File: config.mk
export PLATFORM = sky130hd
export DESIGN_NAME = sslp_ram
export DESIGN_NICKNAME = d
export VERILOG_FILES = /design/src/rtl/core/sslp_ram.sv
export SDC_FILE = /design/constraint.sdc
export NUM_CORES = 1
export LEC_CHECK = 0
export ABC_AREA = 1
export BUFFER_PORTS_ARGS = -buffer_cell sky130_fd_sc_hd__buf_4
export CAP_MARGIN = 20
export CORE_MARGIN = 8
export CORE_UTILIZATION = 50
export DETAILED_ROUTE_END_ITERATION = 8
export PLACE_DENSITY_LB_ADDON = 0.2
export SYNTH_ARGS = -nofsm -noshare
export SYNTH_HDL_FRONTEND = slang
export SYNTH_SLANG_ARGS = --single-unit
File: constraint.sdc
create_clock -name clock -period 2.1 [get_ports clock]
set_input_delay 0.42 -clock clock [delete_from_list [all_inputs] [get_ports clock]]
set_output_delay 0.42 -clock clock [all_outputs]
set_load 0.01 [all_outputs]
File: src/rtl/core/sslp_ram.sv
// Single-port-write, single-port-read memory with registered read data.
module sslp_ram #(
   parameter int DEPTH  = 64,
   parameter int WIDTH  = 8,
   parameter int ADDR_W = (DEPTH > 1) ? $clog2(DEPTH) : 1
) (
   input  logic              clock,
   input  logic              wr_en,
   input  logic [ADDR_W-1:0] wr_addr,
   input  logic [WIDTH-1:0]  wr_data,
   input  logic [ADDR_W-1:0] rd_addr,
   output logic [WIDTH-1:0]  rd_data
);

   logic [WIDTH-1:0] mem [DEPTH];

   always_ff @(posedge clock) begin
      if (wr_en) begin
         mem[wr_addr] <= wr_data;
      end
   end

   always_ff @(posedge clock) begin
      rd_data <= mem[rd_addr];
   end

endmodule

Word-level counts from Yosys, hierarchy flattened. Memories as Yosys holds them, arrays and structs flattened. A register that Yosys moved wholly into a read port is not among the register bits. Cells that the tools add are included.

Word-level logic and storage cells: 3. Output and inout port bits: 8. Flip-flop bits (word level): 0. Input port bits: 22. Memories: 1. RAM bits: 512.

Memory list: mem (words 64, bits a word 8, read ports 1, clocked after Yosys merged registers in 1, write ports 1, line 15) `logic [WIDTH-1:0] mem [DEPTH];`.

Mux-type cells: 2.

Operator list (count): $mux W1 (2).

Logic depth before layout (Yosys ltp).
Word-level depth: 2. Depth in mapped cells: 12. Gate-level depth less buffers: 9.

Least setup slack after synthesis. Ideal clock, no wire load.

Path type: input to register. Start point: in wr_en. End point: mem mem[48][0], enable pin. Arrival: 1.791 ns. Buffers on the path: 1. Required time: 1.705 ns. Setup slack: -0.086 ns. Cell stages on the path: 3. Library setup time: 0.395 ns. Path through: clkbuf_1 nand4_1 nor4_1.

Cells in the longest elaborated chain, start to end: 2.

RTL lines: start: declaration (line 8) `input logic wr_en,`; $mux W1 (line 18) `if (wr_en) begin`; $mux W1 (not written as such) (line 19) `mem[wr_addr] <= wr_data;`; end: declaration (line 15).

Every way passes these cells.

Worst setup path in the final report.
Start point: reg rd_data[1] (read register of mem). End point: out rd_data[1].

RTL lines: start: declaration (line 12) `output logic [WIDTH-1:0] rd_data`.

No word-level cell between the ends.

==> results.cfg <==
[routing]
drtIter0Drc = 1462
route.vias.total = 13975
firstDrtPassIters = 5
drc_errors = 0
viasPerCell = 5.64
wl_mm = 53.7
ant_nets = 0
wl_per_cell_microns = 21.7

[logic_synthesis]
syn_inst = 1805
synthesis.area_sq_um = 21300
synth_ff_type = edfxtp_1
syn_area_per_cell_sq_um = 11.8
syn-num-nets = 1827
synth_area_leaders = edfxtp_1 (72%), nand2_1 (11%), nand3_1 (10%)
synth_top_area_frac = 0.720
synth-edff-count = 512
synthTopCellsByCount = nand2_1 (648), edfxtp_1 (512), nand3_1 (439)
yosysMostFrequentCell = nand2_1
synth-async-reset-ratio = 0
yosysSeqAreaShare = 0.728
yosysUniqueCellTypes = 16
ys_warn_count = 0
synth_top_area_cell = edfxtp_1
ys_seq_elements = 520

[clock_tree]
cts_tree = yes
cts_sinks = 520
numCtsBuffers = 52
root_buffer = clkbuf_16
clk_path_buf_depth = 3
htreeDepth = 2
cts_resized = 0
cts_setup_buffers = 0
clk_latency_ps = 600
cts.clk_slew.worst_paths_ps = 60
cts-hold-fix-buffers = 0

[placed_design]
gp_congestion = 0.846
port_buffers = 29
post-place-cells = 2380
dp_hpwl_mm = 33.2

[global_route]
antenna_found_initial = 0
grt_max_degree = 66
grt_usage = 0.216
overflow = 0
grt_pass1_wl_mm = 82.7
grt_pass1_vias = 13621

[sta]
slew_headroom = 0.604
fin_crit_ps = 1650
period_share = 0.785
clock_skew_ps = 18.7
slew_viol_final = 0
grt_setup_unrepaired = no
timing.fmax_mhz = 607
worst_slew_pin_slew_ps = 594
finalSetupViolCount = 0
finalHoldViolCount = 0

[setup_path]
cp_data_required_time_ps = 1680
critPathTopFamily = flip-flops
max_stage_delay_ps = 460
worstPathArrival_ps = 1230
cp-end-kind = output port
crit_fanout = 1
crit_slowest_cell = dfxtp_1
worst_setup_path_start_kind = register
path_class = register to output port
crit_chain = buf_4
cp_num_buf_inv = 1

[die]
rows = 75
ios = 30
die_w_microns = 223
die-height_microns = 223
design.core.area_sq_um = 42000
initial_utilization = 0.508
dieArea_sq_um = 49500

[final_layout]
area_delta_synth_final_pct = 14.3
n_fill_cell = 3455
instances_no_fill = 2476
layout-drive-gt1-share = 0.118
antenna_cells = 0
layout.nets = 1917

[run_status]
status = complete, no violations

[pwr]
p_total_w = 0.0223
ir_worst_vdd_mv = 0.682
p_leak_nw = 8.97
power_density_nw_per_um2 = 913

[worst_hold_path]
min_path_type = input port to register

[run]
drv_cap = 0
-- final timing paths --
path,to,slack (ps),cells after the start,startpoint
min,rd_data[4]$_DFF_P_,160,3,rd_addr[5]
max,rd_data[1],450,1,rd_data[1]$_DFF_P_
max reg2reg,rd_data[3]$_DFF_P_,730,8,mem[31][3]$_DFFE_PP_
min reg2reg,rd_data[1]$_DFF_P_,830,8,mem[18][1]$_DFFE_PP_
-- metal layers --
layer	track usage	vias to the layer above	share of wire
met3	0.0369	102	0.069
met2	0.339	467	0.46
met5	0	-	0
met1	0.304	6873	0.44
met4	0.0722	0	0.030
li1	-	6533	-
-- tightest hold or removal path, cell delays in order --
cell     delay [ps]
buf_4           160
nand3_1          90
nand2_1          50
-- through the flow --
step           TNS (ps)  hold slack (ps)  cell area [sq um]   util  setup WS [ps]
6_report              0              165              24400  0.580            452
5_1_grt               0              160              24400  0.580            418
4_1_cts               0              131              24400  0.580            417
3_5_place_dp          0              759              22700  0.540           42.5
3_3_place_gp          0              760              22700  0.540           41.1
2_1_floorplan     -5510              519              21300      -          -86.1
-- power by group --
group          internal [W]  total (W)  switching (W)
Sequential           0.0115     0.0115      0.0000401
Clock               0.00544    0.00929        0.00385
Combinational      0.000437    0.00146        0.00102
-- cells in the final DEF, fill, tap and decap left out, drive strengths merged --
master  instances
dfxtp           8
nor2           56
nand3         439
clkbuf         69
edfxtp        512
bufinv          6
clkinv         19
nand4           9
inv            15
buf           148
nand2         648
nor4            8
-- cell families (layout without fill, tap and decap cells) --
group / count (synthesis) / count (layout) / synth area share
flops: 520 / 520 / 0.728
simple gates: 1160 / 1160 / 0.232
buf+inv: 125 / 257 / 0.0402
-- state kept, by name, summed over array words and instances, names as in the netlist --
signal,count
mem,512
rd_data,8
-- cell type report --
type | count | area, sq um | share of cell area
Sequential cell | 520 | 15500 | 0.637
Multi-Input combinational cell | 1160 | 4950 | 0.203
Timing Repair Buffer | 149 | 1480 | 0.0605
Clock buffer | 68 | 1400 | 0.0575
Tap cell | 539 | 674 | 0.0277
Clock inverter | 28 | 297 | 0.0122
Inverter | 12 | 55.1 | 0.00226
(Power assumes the default switching activity.)
