`src/rtl/core/sslp_pkg.sv`:
```
// Shared types and constants for the segmented set list pool.
package sslp_pkg;

   localparam int ELEM_W = 10;
   localparam int LIST_W = 10;
   localparam int POS_W  = 6;
   localparam int CSR_W  = 15;
   localparam int STAT_W = 3;

   localparam logic [CSR_W-1:0] POOL_LIMIT_RESET = 15'd16384;

   localparam logic CMD_INSERT = 1'b0;
   localparam logic CMD_READ   = 1'b1;

   localparam logic [STAT_W-1:0] STATUS_INSERTED  = 3'd0;
   localparam logic [STAT_W-1:0] STATUS_DUPLICATE = 3'd1;
   localparam logic [STAT_W-1:0] STATUS_EXHAUSTED = 3'd2;
   localparam logic [STAT_W-1:0] STATUS_FULL      = 3'd3;
   localparam logic [STAT_W-1:0] STATUS_READ      = 3'd4;

   typedef struct packed {
      logic              cmd;
      logic [LIST_W-1:0] list_id;
      logic [ELEM_W-1:0] element;
      logic [POS_W-1:0]  position;
   } req_type;

   typedef struct packed {
      logic [STAT_W-1:0] status;
      logic [ELEM_W-1:0] value;
      logic              value_valid;
   } rsp_type;

   typedef struct packed {
      logic lt;
      logic le;
   } cmp_type;

   typedef enum logic [7:0] {
      SEQ_CLEAR    = 8'b0000_0001,
      SEQ_IDLE     = 8'b0000_0010,
      SEQ_SEEK     = 8'b0000_0100,
      SEQ_LVL_RD   = 8'b0000_1000,
      SEQ_LVL_CHK  = 8'b0001_0000,
      SEQ_SLOT_RD  = 8'b0010_0000,
      SEQ_SLOT_CHK = 8'b0100_0000,
      SEQ_OUT      = 8'b1000_0000
   } seq_state_type;

endpackage

```
`src/rtl/core/sslp_step_unit.sv`:
```
// Shared adder and limit comparator used for slot addresses and block allocation.
module sslp_step_unit import sslp_pkg::*; #(
   parameter int SUM_W = 16
) (
   input  logic [SUM_W-1:0] op_a,
   input  logic [SUM_W-1:0] op_b,
   input  logic [SUM_W-1:0] limit,
   output logic [SUM_W-1:0] sum,
   output cmp_type          flags
);

   assign sum      = op_a + op_b;
   assign flags.lt = (sum < limit);
   assign flags.le = (sum <= limit);

endmodule

```
`config.mk`:
```
export PLATFORM = sky130hd
export DESIGN_NAME = sslp_step_unit
export DESIGN_NICKNAME = d
export VERILOG_FILES = /design/src/rtl/core/sslp_pkg.sv /design/src/rtl/core/sslp_step_unit.sv
export SDC_FILE = /design/constraint.sdc
export NUM_CORES = 1
export LEC_CHECK = 0
export BUFFER_PORTS_ARGS = -buffer_cell sky130_fd_sc_hd__buf_2
export CAP_MARGIN = 20
export CORE_MARGIN = 3
export CORE_UTILIZATION = 48
export DETAILED_ROUTE_END_ITERATION = 16
export GPL_TIMING_DRIVEN = 1
export PLACE_DENSITY = 0.85
export REMOVE_ABC_BUFFERS = 1
export SYNTH_ARGS = -nofsm -noshare
export SYNTH_HDL_FRONTEND = slang
export SYNTH_SLANG_ARGS = --single-unit
```
`constraint.sdc`:
```
create_clock -name vclk -period 3.4
set_input_delay 0 -clock vclk [all_inputs]
set_output_delay 0 -clock vclk [all_outputs]
set_load 0.01 [all_outputs]
```
-- Word level (Yosys, flattened, before mapping)
Cells that the tools add are included.
- register bits after elaboration: 0
- output and inout port bits: 18
- add/subtract/negate cells: 1
- $lt $le $gt $ge: 2
- operator list (kind ; number):
    $add A16 B16 Y16 ; 1
    $le A16 B16 Y1 ; 1
    $lt A16 B16 Y1 ; 1

-- Depth between registers and ports, before layout
- depth after elaboration: 2
- depth in mapped cells: 14
- depth with buffers taken out: 14

-- Least setup slack after synthesis
OpenSTA, ideal clock, no wires.
- kind: input -> output
- start point: input op_a[0]
- end point: output flags[0] (netlist bit)
- arrival: 2.902 ns
- slack: 0.498 ns
- stages: 14
- path through: ha_1 > inv_1 > fa_1 > nand2b_1 > a21oi_1 > o311ai_1 > and4b_1 > a211oi_1 > ha_1 > nand4_1 > nor4_1 > a21boi_0 > a2111o_1 > o21ai_1
- RTL lines (element ; RTL line ; RTL):
    start: declaration ; sslp_step_unit.sv:5 ; input logic [SUM_W-1:0] op_a,
    end: declaration ; sslp_step_unit.sv:9 ; output cmp_type flags

==> results.yml <==
outcome:
  outcome: "completed"
finish:
  fill_cells: 220
  nClkBuffers: 0
  syn_to_final_growth_pct: 27.9
  drive_above_1_share: 0.335
  design.seq.count: 0
  antenna_cells: 0
  nNetsFinal: 303
  ff_latch_area_sq_um: 0
timing:
  rsz0062_at_grt: "false"
  worst_pin_slew_ns: 0.393
  post-route-min-period_ns: 3.04
  fmax_mhz: 329
  final.period_utilization: 0.893
  setup_viol: 0
  slew_headroom: 0.734
  finalSetupTns_ns: 0
  finalMaxSlewViolations: 0
  timing_hold_violations_final: 0
critical_path:
  crit_family: "compound AO/OA/AOI/OAI gates"
  cp_data_required_time_ns: 3.40
  max_stage_delay_ns: 0.41
  worst-path-stages: 16
  crit_path_start_kind: "primary input"
  cp_cell_sequence: "buf_2, ha_1, inv_1, fa_1, nand2b_1, a21oi_1, o311ai_1, and4b_1, a211oi_1, ha_1, nand4_1, nor4_1, a21boi_0, a2111o_1, o21ai_1, buf_2"
  endpoint_kind: "output pin"
  path_max_fanout: 3
  path_buf_inv: 3
  critPathSlowestCell: "a2111o_1"
  crit_type: "primary input to output pin"
  endpoint: "flags[0]"
  crit_start: "op_a[0]"
  crit_arrival_ns: 3.04
die:
  ios: 66
  die_area_sq_mm: 0.00309
  die_y_um: 55.6
  start_util: 0.519
  design.core.area_sq_mm: 0.00228
  fp-row-count: 17
  fp.dieW_um: 55.6
logic_synthesis:
  seq_area_frac_synth: 0
  netlist_instances: 158
  ys_types: 38
  synthTopCellsByArea: "ha_1 (33%), a21oi_1 (8.9%), inv_1 (6.4%)"
  avgSynthCellArea_sq_um: 7.48
  synth_warnings: 0
  syn-cell-area_sq_mm: 0.00118
  yosys.area.top_type_share: 0.328
  yosys.area.top_type: "ha_1"
routing:
  firstDrtPassIters: 4
  dr_total_vias: 1365
  wl_per_cell_um: 12.0
  routed_wl_mm: 2.99
  viasPerCell: 5.48
  ant_nets: 0
  drt_iter0_drc: 38
  route.detailed.drc: 0
global_route:
  overflow: 0
  antenna_found_initial: 0
  track_usage: 0.196
  grt_pass1_vias: 1343
  grt_first_pass_wirelength_mm: 5.29
  grt_max_degree: 12
placement:
  globalplace.congestion: 0.842
  port_buffers: 66
  hpwl_mm: 2.71
pwr:
  power.leakage_nw: 0.900
  total_power_mw: 0.355
  pwr_density_cell_mw_per_mm2: 235
  ir_worst_vdd_mv: 0.126
run:
  max-cap-violations: 0
worst_hold_path:
  hold_path.class: "primary input to output pin"
clocking:
  cts-resized-gates: 0
  cts_hold_buffers: 0
  post_cts_buffers: 0
## cell families (layout without fill, tap and decap cells)
kind of cell	Yosys count	count (layout)	share of synthesized area
AO/OA/AOI/OAI	54	54	0.299
AND/OR/NAND/NOR	37	37	0.173
adder cells (fa/ha/maj)	32	32	0.345
buffers and inverters	23	86	0.0943
XOR/XNOR	12	12	0.0890
## per-layer routing
metal  wire (um)  global-route usage  vias to the layer above  share of wire
li1            -                   -                      705              -
met1        1330               0.258                      613           0.44
met2        1460               0.360                       47           0.49
met3         208              0.0162                        0          0.069
met4           0              0.0139                        0              0
met5           0                   0                        -              0
## where the power goes
part / total (mW) / switching, mW / internal [mW] / leakage (nW)
clock: 0 / 0 / 0 / 0
sequential: 0 / 0 / 0 / 0
combinational: 0.355 / 0.193 / 0.162 / 0.900
total: 0.355 / 0.193 / 0.162 / 0.900
## cell type report
| cell class | count | area [sq um] | area share |
|---|---|---|---|
| inverters | 20 | 75.1 | 0.0497 |
| multi-input cells | 135 | 1070 | 0.708 |
| well taps | 28 | 35.0 | 0.0232 |
| repair buffers | 66 | 330 | 0.219 |
## synthesized netlist by cell type (all sizes together), types with 2 or more instances
master / instances
xor2: 4
nor2b: 3
inv: 20
xnor2: 8
nand2b: 3
nor2: 8
and4: 3
a21oi: 21
a211oi: 3
buf: 2
o21ai: 6
a21boi: 2
ha: 31
a31oi: 4
nand4: 2
and3: 3
a21o: 9
nand2: 9
o211ai: 4
nor3: 2
## worst min path at each step
stage | start | endpoint | cells past startpoint
after detailed placement | op_b[0] | sum[0] | 3
after CTS | op_b[0] | sum[0] | 3
after global routing | op_b[0] | sum[0] | 3
after floorplan | op_b[0] | sum[0] | 1
final | op_b[0] | sum[0] | 3
after global placement | op_b[0] | sum[0] | 3
## per-stage QoR
stage	instance area [sq um]	setup slack, ns	hold slack [ns]	util	instances
after floorplan	1140	0.498	0.154	-	155
after global placement	1510	0.444	0.329	0.664	249
after detailed placement	1510	0.359	0.325	0.664	249
after CTS	1510	0.350	0.329	0.664	249
after global routing	1510	0.00798	0.367	0.664	249
final	1510	0.365	0.325	0.664	249
## cells in the final DEF (no fill, tap or decap), drive strengths merged, types with 4 or more instances in the layout
| cell type | netlist | layout |
|---|---|---|
| a21o | 9 | 9 |
| a31oi | 4 | 4 |
| ha | 31 | 31 |
| xnor2 | 8 | 8 |
| nor2 | 8 | 8 |
| o21ai | 6 | 6 |
| inv | 20 | 20 |
| buf | 2 | 66 |
| xor2 | 4 | 4 |
| o211ai | 4 | 4 |
| nand2 | 9 | 9 |
| a21oi | 21 | 21 |
(Power assumes the default switching activity.)
